## config.mk

```make
export PLATFORM = sky130hd
export DESIGN_NAME = psnw_cell
export DESIGN_NICKNAME = d
export VERILOG_FILES = /design/src/rtl/psnw_pkg.sv /design/src/rtl/psnw_cell.sv
export SDC_FILE = /design/constraint.sdc
export NUM_CORES = 1
export LEC_CHECK = 0
export BUFFER_PORTS_ARGS = -buffer_cell sky130_fd_sc_hd__buf_4
export CAP_MARGIN = 20
export CORE_MARGIN = 8
export CORE_UTILIZATION = 38
export CTS_BUF_LIST = sky130_fd_sc_hd__clkbuf_4
export DETAILED_ROUTE_END_ITERATION = 8
export PLACE_DENSITY = 0.78
export SYNTH_ARGS = -nofsm -noshare
export SYNTH_HDL_FRONTEND = slang
export SYNTH_SLANG_ARGS = --single-unit
```

## constraint.sdc

```tcl
create_clock -name clock -period 1.7 [get_ports clock]
set_input_delay 0 -clock clock [delete_from_list [all_inputs] [get_ports clock]]
set_output_delay 0 -clock clock [all_outputs]
set_load 0.01 [all_outputs]
```

## src/rtl/psnw_pkg.sv

```systemverilog
// Shared constants and types for the point table nearest / window-count block.
`timescale 1ns / 1ps

package psnw_pkg;

   localparam int MAX_POINTS_DEF  = 256;
   localparam int COORD_BITS_DEF  = 24;
   localparam int WIN_BITS        = 16;
   localparam int KIND_W          = 2;

   localparam logic [WIN_BITS-1:0] WIN_RESET = 16'd1800;

   // Item kinds carried on req_tuser
   localparam logic [KIND_W-1:0] KIND_CLEAR  = 2'd0;
   localparam logic [KIND_W-1:0] KIND_INSERT = 2'd1;
   localparam logic [KIND_W-1:0] KIND_QUERY  = 2'd2;
   localparam logic [KIND_W-1:0] KIND_NONE   = 2'd3;

   // Per-cell control: rotate the ring, or capture a new point
   typedef struct packed {
      logic shift;
      logic load;
   } cell_ctl_type;

endpackage

```

## src/rtl/psnw_cell.sv

```systemverilog
// One storage cell of the point ring: holds a point, passes it to its neighbor.
`timescale 1ns / 1ps

module psnw_cell #(
   parameter int COORD_BITS = psnw_pkg::COORD_BITS_DEF
) (
   input  logic                         clock,
   input  psnw_pkg::cell_ctl_type       ctl,
   input  logic signed [COORD_BITS-1:0] load_x,
   input  logic signed [COORD_BITS-1:0] load_y,
   input  logic signed [COORD_BITS-1:0] link_x,
   input  logic signed [COORD_BITS-1:0] link_y,
   output logic signed [COORD_BITS-1:0] cell_x,
   output logic signed [COORD_BITS-1:0] cell_y
);
   import psnw_pkg::*;

   logic signed [COORD_BITS-1:0] x_ff;
   logic signed [COORD_BITS-1:0] y_ff;

   always_ff @(posedge clock) begin
      if (ctl.load) begin
         x_ff <= load_x;
         y_ff <= load_y;
      end else if (ctl.shift) begin
         x_ff <= link_x;
         y_ff <= link_y;
      end
   end

   assign cell_x = x_ff;
   assign cell_y = y_ff;

endmodule

```

After elaboration in Yosys (flattened, before gate mapping). Cells that the tools add are included.

Bits in registers: 48. Logic and storage cells: 7.

Muxes and demuxes: 4. Reductions and logical operators: 1.

Operators by type and width (count): $mux 24 (4); $reduce_bool 2->1 (1).

Logic depth before layout (Yosys ltp).
Word-level depth: 2. Depth in mapped cells: 3. Gate-level depth less buffers: 1.

Worst setup path before layout. No wires, ideal clock.

Kind: input-to-reg. From: in ctl[0] (netlist bit). To: reg x_ff[0], in the netlist cell_x[0] (enable). Data arrival time: 1.394 ns. Data required time: 1.292 ns. Setup slack: -0.102 ns. Cell stages on the path: 3. Path buffers: 2. Cell sequence: buf_6 buf_6 or2_1.

Longest elaborated chain between the ends: 1.

RTL lines: start, declared (line psnw_cell.sv:8) `input psnw_pkg::cell_ctl_type ctl,`; $reduce_bool 2->1 (no line); end signal, assigned (line psnw_cell.sv:23) `x_ff <= load_x;`; end signal, assigned (line psnw_cell.sv:26) `x_ff <= link_x;`; end, declared (line psnw_cell.sv:18) `logic signed [COORD_BITS-1:0] x_ff;`.

No other way between the ends. A chain may end at the register's enable or synchronous reset.

Worst setup path in the final report.
From: in load_x[9]. To: reg x_ff[9], in the netlist cell_x[9], data pin.

Longest elaborated chain between the ends: 1.

RTL lines: start, declared (line psnw_cell.sv:9) `input logic signed [COORD_BITS-1:0] load_x,`; $mux 24 (line psnw_cell.sv:22) `if (ctl.load) begin`.

No other way between the ends.

==> out/qor.txt <==
WORST SETUP PATH
---------------------------------------------------------------------------------
Buf/Inv on CP                                                                   3
Maximum fanout along the worst path                                             1
Series of cell instances along the critical path                     dlygate4sd3_1, buf_4, mux2_2, dlygate4sd3_1
Cell with the biggest individual delay on the critical path          dlygate4sd3_1
Critical path class                                                  input pin to register
Top delay family on crit path                                        buffers and inverters
Startpoint kind of the worst setup timing path                          input pin
Crit path DAT                                                             1540 ps
Delay of the slowest cell on the worst path                                580 ps
Cell repeated most along the worst path                              dlygate4sd3_1
Required time at the endpoint of the critical path                        1800 ps
Element type at the critical path end                                    register

TIMING
---------------------------------------------------------------------------------
RSZ-0062 raised after global routing                                           no
Final hold violation count                                                      0
Worst slew margin relative to its limit                                     59.0%
PnR worst setup slack                                                      260 ps
Slew Viols, Final                                                               0
Setup TNS                                                                    0 ps
Smallest hold slack                                                        475 ps
Maximum clock rate                                                      0.695 GHz
Min cycle time layout                                                     1440 ps
Final clock period utilization by the worst path                            84.7%
Count of endpoints failing setup in the final report                            0
Actual transition at the worst max-transition pin                          615 ps

FLOORPLAN
---------------------------------------------------------------------------------
Die X-Extent                                                              89.8 um
IO Pins                                                                       147
Overall die area                                                     0.00806 sq mm
Number of cell rows                                                            27
Starting density of the core                                                38.5%
Core area                                                            0.00537 sq mm
Die Ht                                                                    89.8 um

CTS
---------------------------------------------------------------------------------
Clock buffers created by TritonCTS                                              5
Num Clock Sinks                                                                48
CTS clock-pin slew for the worst setup and hold paths                      140 ps
Post-CTS Setup Repair Bufs                                                      0
Clock root cell                                                          clkbuf_4
H-tree depth                                                                    2
TritonCTS clock tree                                                         done
Buffer levels on the longest clock path                                         2

LOGIC SYNTHESIS
---------------------------------------------------------------------------------
Largest cells by area after synthesis                                edfxtp_1, mux2_2, mux2_4, buf_4, buf_6
Post-synthesis cell area                                             0.00207 sq mm
Count of cell types in the netlist                                              6
Cell count after synthesis                                                    102
Net count of the mapped netlist                                               201
Top cells by instance count after synthesis                          edfxtp_1, mux2_2, mux2_4
Most common cell in the synthesized netlist                              edfxtp_1
Seq/Total Area, Yosys                                                       69.7%
Area share of the leading cell type in the synthesized netlist              69.7%
Library cell occupying the most area in the post-synthesis netlist       edfxtp_1
Share of flip-flops with an asynchronous set or reset                          0%
Number of flops mapped to enable cells by yosys                                48
Top flip-flop cell by instance count after synthesis                     edfxtp_1
Seq cells post-synth                                                           48
Average cell area after synthesis                                      20.3 sq um
Synth warnings                                                                  0

ROUTING
---------------------------------------------------------------------------------
Total wirelength of the detailed-routed design                            8700 um
Antenna-violating nets left                                                     0
Average vias per placed instance                                             4.70
DRC viols                                                                       0
Vias after detailed routing                                                  1979
First-pass DRT Iterations                                                       4
Detailed Route Iter0 Violations                                               111
Wire length per cell                                                      20.7 um

GLOBAL ROUTING
---------------------------------------------------------------------------------
Wire length of the first global-routing pass                             13000 um
Global-route usage over all layers                                          20.9%
Antenna violations before repair                                                1
Gr ovfl total                                                                   0
Via count of the first global-routing pass                                   2224
Maximum number of pins on one net before global-route repair                   49

PLACED DESIGN
---------------------------------------------------------------------------------
GPL Wtd Cong                                                                0.749
Setup WS pre-CTS                                                           408 ps
Port bufs                                                                     146
DP Wirelength                                                             4960 um
Post-placement cell area                                             0.00323 sq mm

CELLS AND AREA
---------------------------------------------------------------------------------
Post-route cell area                                                 0.00426 sq mm
Fin nets                                                                      448
Fill cell instance count of the final layout                                  304
Fraction of final layout cells with drive strength greater than 1           58.6%
Layout area overhead                                                         106%

POWER AND IR DROP
---------------------------------------------------------------------------------
Leakage power                                                             1.87 nW
Peak ir drop on the vdd network                                          0.417 mV
Power per standard cell area                                          703 mW/mm^2

MIN PATH
---------------------------------------------------------------------------------
Class of the tightest hold or removal check                          input pin to register

RUN
---------------------------------------------------------------------------------
Max-cap violations                                                              0

OUTCOME
---------------------------------------------------------------------------------
Run status                                                              completed

[report_power, final]
part	total (mW)	switching (mW)	internal, mW	leakage (nW)
Clock	0.634	0.339	0.295	0.0371
Combinational	0.857	0.293	0.564	1.35
Sequential	1.51	0.0529	1.45	0.489
[flip-flops by register name, indices dropped and copies added (netlist names)]
name and count:
cell_y 24, cell_x 24
[cell families (layout without fill, tap and decap cells)]
logic type	after synthesis	after routing	share of synthesized area [%]
AND/OR/NAND/NOR	1	1	0.303
flip-flops	48	48	69.7
other	0	1	0
multiplexers	48	48	27.8
buffers and inverters	5	251	2.18
[layer usage]
metal  up-vias  part of all wire, %  GRT usage [%]
met2       121                   53           38.4
met5         -                    0              0
met1       954                   35           21.1
met3        14                  8.4           7.15
met4         0                  2.7           8.46
li1        890                    -              -
[through the flow]
stage / power, mW / utilization, % / cells
CTS: 2.97 / 79.3 / 420
finish: 3.00 / 79.3 / 421
detailed placement: 2.14 / 60.1 / 318
floorplan: 1.73 / - / 102
global route: 3.11 / 79.3 / 421
global placement: 2.13 / 60.1 / 318
[layout by cell type (no fill, tap or decap)]
cell type      netlist  routed
buf_4                3     149
dlygate4sd3_1        0      96
edfxtp_1            48      48
mux2_2              39      39
mux2_4               9       9
clkbuf_4             0       5
diode_2              0       1
or2_2                0       1
bufinv_16            0       1
[layout make-up]
cell class,instances,area [sq um],share of cell area (%)
sequential,48,1440,33.8
clock buffer,5,37.5,0.881
antenna,1,2.50,0.0587
tap,72,90.1,2.11
timing repair buffer,245,2080,48.8
multi-input combinational,49,581,13.6
clock inverter,1,30.0,0.705
[path summary, 6_finish.rpt]
path  startpoint                   end  slack, ps  cells past startpoint
min   link_y[11]  cell_y[11]$_DFFE_PP_        480                      3
max    load_x[9]   cell_x[9]$_DFFE_PP_        260                      4
[timing repair]
action,CTS,global route
hold endpoints to repair,48,0
hold buffers,96,0
resized for setup,0,0
No activity file was read; power rests on OpenSTA's default activity.
