$ cat config.mk
export PLATFORM = sky130hd
export DESIGN_NAME = psnw_dist
export DESIGN_NICKNAME = d
export VERILOG_FILES = /design/src/rtl/psnw_pkg.sv /design/src/rtl/psnw_dist.sv
export SDC_FILE = /design/constraint.sdc
export NUM_CORES = 2
export LEC_CHECK = 0
export BUFFER_PORTS_ARGS = -buffer_cell sky130_fd_sc_hd__buf_2
export CORE_UTILIZATION = 55
export DETAILED_ROUTE_END_ITERATION = 7
export HOLD_SLACK_MARGIN = 0.06
export PLACE_DENSITY = 0.75
export SYNTH_ARGS = -nofsm -noshare
export SYNTH_HDL_FRONTEND = slang
export SYNTH_SLANG_ARGS = --single-unit
$ cat constraint.sdc
create_clock -name clock -period 7.65 [get_ports clock]
set_input_delay 0.765 -clock clock [delete_from_list [all_inputs] [get_ports clock]]
set_output_delay 0.765 -clock clock [all_outputs]
set_load 0.03 [all_outputs]
$ cat src/rtl/psnw_pkg.sv
// Shared constants and types for the point table nearest / window-count block.
`timescale 1ns / 1ps

package psnw_pkg;

   localparam int MAX_POINTS_DEF  = 256;
   localparam int COORD_BITS_DEF  = 24;
   localparam int WIN_BITS        = 16;
   localparam int KIND_W          = 2;

   localparam logic [WIN_BITS-1:0] WIN_RESET = 16'd1800;

   // Item kinds carried on req_tuser
   localparam logic [KIND_W-1:0] KIND_CLEAR  = 2'd0;
   localparam logic [KIND_W-1:0] KIND_INSERT = 2'd1;
   localparam logic [KIND_W-1:0] KIND_QUERY  = 2'd2;
   localparam logic [KIND_W-1:0] KIND_NONE   = 2'd3;

   // Per-cell control: rotate the ring, or capture a new point
   typedef struct packed {
      logic shift;
      logic load;
   } cell_ctl_type;

endpackage

$ cat src/rtl/psnw_dist.sv
// Three-stage distance pipe: abs differences, squares and window test, sum.
`timescale 1ns / 1ps

module psnw_dist #(
   parameter int COORD_BITS = psnw_pkg::COORD_BITS_DEF,
   parameter int IDX_W      = 8
) (
   input  logic                                clock,
   input  logic                                reset,
   input  logic                                in_valid,
   input  logic [IDX_W-1:0]                    in_idx,
   input  logic signed [COORD_BITS-1:0]        pt_x,
   input  logic signed [COORD_BITS-1:0]        pt_y,
   input  logic signed [COORD_BITS-1:0]        q_x,
   input  logic signed [COORD_BITS-1:0]        q_y,
   input  logic [psnw_pkg::WIN_BITS-1:0]       window_size,
   output logic                                out_valid,
   output logic [IDX_W-1:0]                    out_idx,
   output logic                                out_inwin,
   output logic [2*COORD_BITS:0]               out_dist,
   output logic                                busy
);
   import psnw_pkg::*;

   localparam int C     = COORD_BITS;
   localparam int CMP_W = (C + 1 > WIN_BITS) ? C + 1 : WIN_BITS;

   logic [C:0]     dif_x, dif_y, neg_x, neg_y;
   logic [C-1:0]   s1_dx_in, s1_dy_in;

   logic           s1_valid_ff, s2_valid_ff, s3_valid_ff;
   logic [IDX_W-1:0] s1_idx_ff, s2_idx_ff, s3_idx_ff;
   logic [C-1:0]   s1_dx_ff, s1_dy_ff;
   logic [2*C-1:0] s2_sqx_ff, s2_sqy_ff;
   logic           s2_inwin_ff, s3_inwin_ff;
   logic [2*C:0]   s3_dist_ff;
   logic           s2_inwin_in;

   // |a-b| fits in C bits: the widest span is 2^C - 1
   always_comb begin
      dif_x    = {pt_x[C-1], pt_x} - {q_x[C-1], q_x};
      dif_y    = {pt_y[C-1], pt_y} - {q_y[C-1], q_y};
      neg_x    = ~dif_x + 1'b1;
      neg_y    = ~dif_y + 1'b1;
      s1_dx_in = dif_x[C] ? neg_x[C-1:0] : dif_x[C-1:0];
      s1_dy_in = dif_y[C] ? neg_y[C-1:0] : dif_y[C-1:0];
      // strictly inside: 2*d < side on both axes
      s2_inwin_in = (CMP_W'({s1_dx_ff, 1'b0}) < CMP_W'(window_size)) &&
                    (CMP_W'({s1_dy_ff, 1'b0}) < CMP_W'(window_size));
   end

   always_ff @(posedge clock) begin
      if (reset) begin
         s1_valid_ff <= 1'b0;
         s2_valid_ff <= 1'b0;
         s3_valid_ff <= 1'b0;
      end else begin
         s1_valid_ff <= in_valid;
         s2_valid_ff <= s1_valid_ff;
         s3_valid_ff <= s2_valid_ff;
      end
      s1_idx_ff   <= in_idx;
      s1_dx_ff    <= s1_dx_in;
      s1_dy_ff    <= s1_dy_in;
      s2_idx_ff   <= s1_idx_ff;
      s2_sqx_ff   <= {{C{1'b0}}, s1_dx_ff} * {{C{1'b0}}, s1_dx_ff};
      s2_sqy_ff   <= {{C{1'b0}}, s1_dy_ff} * {{C{1'b0}}, s1_dy_ff};
      s2_inwin_ff <= s2_inwin_in;
      s3_idx_ff   <= s2_idx_ff;
      s3_inwin_ff <= s2_inwin_ff;
      s3_dist_ff  <= {1'b0, s2_sqx_ff} + {1'b0, s2_sqy_ff};
   end

   assign out_valid = s3_valid_ff;
   assign out_idx   = s3_idx_ff;
   assign out_inwin = s3_inwin_ff;
   assign out_dist  = s3_dist_ff;
   assign busy      = s1_valid_ff | s2_valid_ff | s3_valid_ff;

endmodule

-- After elaboration in Yosys (flattened, before gate mapping)
Index checks and enable logic that the tools add are counted.
- register bits after elaboration: 222
- output and inout port bits: 60
- logic and storage cells: 29
- $add $sub $neg: 5
- $mul: 2
- magnitude comparators: 2
- mux-type cells: 2
- bitwise logic cells: 4
- reduce and logical (&&, ||, !) cells: 1
- operators by type and width (cell ; number):
    $mul 24x24->48 ; 2
    $lt 25x16->1 ; 2
    $sub 24x24->25 ; 2
    $add 48x48->49 ; 1
    $add 24x1->24 const B ; 2
    $mux 24 ; 2
    $not 24->24 ; 2
    $or 1x1->1 ; 2
    $logic_and 1x1->1 ; 1

-- Logic depth before layout (Yosys ltp)
- word-level depth: 4
- gate-level depth with buffers: 29
- mapped depth without buffers: 27

-- Worst setup path after synthesis
No wires, ideal clock.
- kind: register -> register
- from: reg s1_dx_ff[10]
- to: reg s2_sqx_ff[45]
- data arrival time: 7058 ps
- required time: 7555 ps
- slack: 497 ps
- cell stages (with the launch flop): 29
- period minus slack after synthesis: 7153 ps
- cells stage by stage: dfxtp_1 clkbuf_1 clkbuf_1 nand2_1 fa_1 inv_1 fa_1 inv_1 fa_1 inv_1 fa_1 inv_1 fa_1 inv_1 fa_1 inv_1 fa_1 inv_1 ha_1 a21oi_1 o21ai_0 a22o_1 a221oi_1 a21oi_1 o22ai_1 a211oi_1 a311oi_1 nand2_1 a221oi_1
- cells in the longest elaborated chain, start to end: 1
- ends and longest elaborated chain (element ; line ; RTL):
    start, declared ; psnw_dist.sv:33 ; logic [C-1:0] s1_dx_ff, s1_dy_ff;
    start signal, assigned ; psnw_dist.sv:63 ; s1_dx_ff <= s1_dx_in;
    $mul 24x24->48 ; psnw_dist.sv:66 ; s2_sqx_ff <= {{C{1'b0}}, s1_dx_ff} * {{C{1'b0}}, s1_dx_ff};
    end signal, assigned ; psnw_dist.sv:66 ;
    end, declared ; psnw_dist.sv:34 ; logic [2*C-1:0] s2_sqx_ff, s2_sqy_ff;
Every way passes these cells.
A chain may end at the register's enable or synchronous reset.

-- Worst setup path in the final report
- from: reg s1_dx_ff[20]
- to: reg s2_sqx_ff[45]
The elaborated chain is that of the path after synthesis.

==> results.md <==
- # DRC: 0
- Critical Path Fanout Max: 12
- Area Growth Syn to Fin: 7.85%
- DRT antenna net count: 0
- Cells on worst reg2reg path: 24
- Fin crit period: 7.37 ns
- Async SR Flop Fraction: 0%
- CP most frequent cell: fa_1
- Initial DRC Count: 1,873
- Final Hold Viols: 0
- Crit path kind: reg -> reg
- Via count: 32,000
- Clock latency on the worst-skew pair: 0.59 ns
- RSZ-0062 raised after global routing: false
- Die width: 283 µm
- Hold buffer count at cts: 0
- CTS tree: yes
- FF+latch area: 4420 µm²
- Initial antenna violation count: 1
- Top_reg_cell synth: dfxtp_1
- CP Capture Type: flip-flop
- Seq/Total Area, Yosys: 10.1%
- Met3 usage: 3.84%
- Mapped cell area: 43,500 µm²
- Setup-failing EPs final: 0
- Syn Inst Count: 4,762
- Final GP Congestion: 0.925
- First-pass GRT wire length: 167 mm
- Final setup TNS: 0 ns
- Number of synthesized flops with an enable pin: 0
- Worst slew pin tran: 1.19 ns
- Worst hold stages: 1
- Ports: 183
- Core area: 77,800 µm²
- Layout cell share with drive strength beyond 1: 7.61%
- Fill count: 6,739
- Port bufs: 182
- Met1 Use GR: 34.2%
- CTS root buf: clkbuf_16
- Worst-path clk slew: 0.06 ns
- Max Fclk: 0.136 GHz
- Top cell type's share of synthesized area: 39.0%
- Syn avg cell area: 9.13 µm²
- Status: completed
- Post-DP HPWL: 85.2 mm
- CTS Buf Count: 26
- Routed vias/inst: 5.34
- Crit-path max cell delay: 0.71 ns
- Buf/Inv on CP: 5
- Layout Nets: 6,385
- Critical Path RT: 8.14 ns
- Rel. slew slack: 20.2%
- Site row count: 102
- Max-slew violations: 0
- Gates resized, CTS repair: 0
- Max clock buf depth: 3
- Total grt overflow: 0
- Die area: 80,200 µm²
- Crit share post-route: 96.3%
- Max Clock Skew: 0.0189 ns
- Die Height: 283 µm
- H-tree Lvls: 1
- Wire per inst: 16.7 µm
- Setup repair bufs after CTS: 0
- Worst Hold Class: in -> reg
- Final WL: 100 mm
- CP delay by family, top: adder cells
- Max cap viols: 0
- Largest area contributor in the netlist: fa_1
- Starting Density: 55.8%
- Met2 Resource Use GR: 43.6%
- CP Launch Type: flip-flop
- CTS Sinks: 220
- Crit path depth: 24
- Drt pass-1 iters: 5
- Largest net degree at the start of global routing: 25
- Count of cell types in the netlist: 89
- Synthesis-stage register bit count: 220
- Synth top area cells: fa_1 39%, ha_1 14%, inv_1 11%
- Worst EP arrival: 7.86 ns
- GRT Max-Usage Layer: met2
- Post-synth net total: 6,210
- Vias in the first global route: 34,300
- Slowest cell on the critical path: dfxtp_1
- CP Cell Sequence: nand2_1 -> fa_1 -> inv_1 -> fa_1 -> fa_1 -> inv_1 -> fa_1 -> inv_1 -> fa_1 -> fa_1 -> fa_1 -> ha_1 -> a21o_1 -> a21o_1 -> a21oi_1 -> o21ai_0 -> or3b_1 -> o22ai_1 -> buf_4 -> a211oi_1 -> a311oi_1 -> buf_4 -> nand2_1 -> a221oi_1
- Footprint of the multi-input gates: 33,800 µm²
- Inserted Diodes: 0
- Synth warn: 0
- GRT Util Overall: 25.8%
synth_stat cells (6+ instances only):
cell type  number
nand4_1        21
nor2_1        132
clkbuf_1      122
nor4_1         16
a31o_2          6
o21bai_1       25
o21a_1         36
xnor2_1       148
nand3_1        24
o31a_1          6
o21ai_1        21
nor3_1         26
a311oi_1        9
nand2b_1       19
a221oi_1       10
inv_1        1274
a211oi_1       15
or2_2          10
a21o_1         96
fa_1          847
ha_1          478
a31oi_1        26
and4_1          9
xor2_1         79
o211ai_1       10
nor2b_1        32
a21oi_1       171
o21ai_0        94
or3_1           7
and2_1        240
nand2_1       401
dfxtp_1       220
and3_1         26
worst reg2reg max path: stages (launching register included):
cell	delay (ns)
dfxtp_1	0.71
nand2_1	0.23
fa_1	0.58
inv_1	0.06
fa_1	0.50
fa_1	0.54
inv_1	0.05
fa_1	0.50
inv_1	0.06
fa_1	0.55
fa_1	0.43
fa_1	0.44
ha_1	0.35
a21o_1	0.19
a21o_1	0.16
a21oi_1	0.19
o21ai_0	0.16
or3b_1	0.39
o22ai_1	0.13
buf_4	0.16
a211oi_1	0.07
a311oi_1	0.25
buf_4	0.17
nand2_1	0.08
a221oi_1	0.29
placed cells by master (no fill, tap or decap), types with 32 or more instances in the layout:
cell / count
ha_1: 478
nor2_1: 132
dfxtp_1: 211
xnor2_1: 148
o21a_1: 36
and2_1: 240
nor2b_1: 32
a21oi_1: 169
fa_1: 847
o21ai_0: 92
buf_2: 182
a21o_1: 96
buf_4: 90
nand2_1: 401
inv_1: 1274
xor2_1: 79
state kept, by name (all words and copies together), names as in the netlist:
register     count
out_inwin        1
out_idx          8
s2_sqy_ff       47
s2_valid_ff      1
s2_idx_ff        8
out_valid        1
s1_dx_ff        24
s1_idx_ff        8
out_dist        49
s2_inwin_ff      1
s1_dy_ff        24
s1_valid_ff      1
s2_sqx_ff       47
layer usage:
metal,vias up,wire length (µm)
li1,14800,-
met4,0,2730
met2,946,48400
met5,-,0
met1,16100,42400
met3,185,6760
area by class of cell:
type	count	share of cell area [%]
clock buffer	31	1.51
clock inverter	17	0.440
inverter	1274	10.2
multi-input combinational	3139	72.1
sequential	220	9.42
tap	1040	2.78
timing repair buffer	276	3.52
cell families after synthesis:
group / Yosys count / share of synthesized area, %
AOI/OAI and AO/OA: 589 / 8.90
xor gates and xnor gates: 228 / 4.61
adders and majority gates: 1325 / 52.8
buffers and inverters: 1403 / 12.1
DFF: 220 / 10.1
muxes: 9 / 0.222
and+or+nand+nor: 988 / 11.2
stage by stage:
step	utilization, %	instance area (µm²)	worst slack [ns]	instances	hold WS, ns
global placement	59.0	45900	0.245	5949	0.310
CTS	60.2	46800	0.112	5997	0.248
detailed placement	59.0	45900	0.144	5949	0.314
floorplan	-	43500	0.497	4762	0.310
finish	60.2	46900	0.281	5997	0.278
global route	60.2	46900	0.00950	5997	0.255
worst paths after layout:
| kind | from | endpoint | slack, ns |
|---|---|---|---|
| setup / recovery | s1_dx_ff[20]$_DFF_P_ | s2_sqx_ff[45]$_DFF_P_ | 0.28 |
| hold / removal | in_idx[2] | s1_idx_ff[2]$_DFF_P_ | 0.28 |
| setup reg to reg | s1_dx_ff[20]$_DFF_P_ | s2_sqx_ff[45]$_DFF_P_ | 0.28 |
| hold reg to reg | s1_idx_ff[3]$_DFF_P_ | s2_idx_ff[3]$_DFF_P_ | 0.33 |
Power is left out: the tool's default activity adds up to more than one toggle a clock period on the data nets, which glitch-free logic cannot reach.
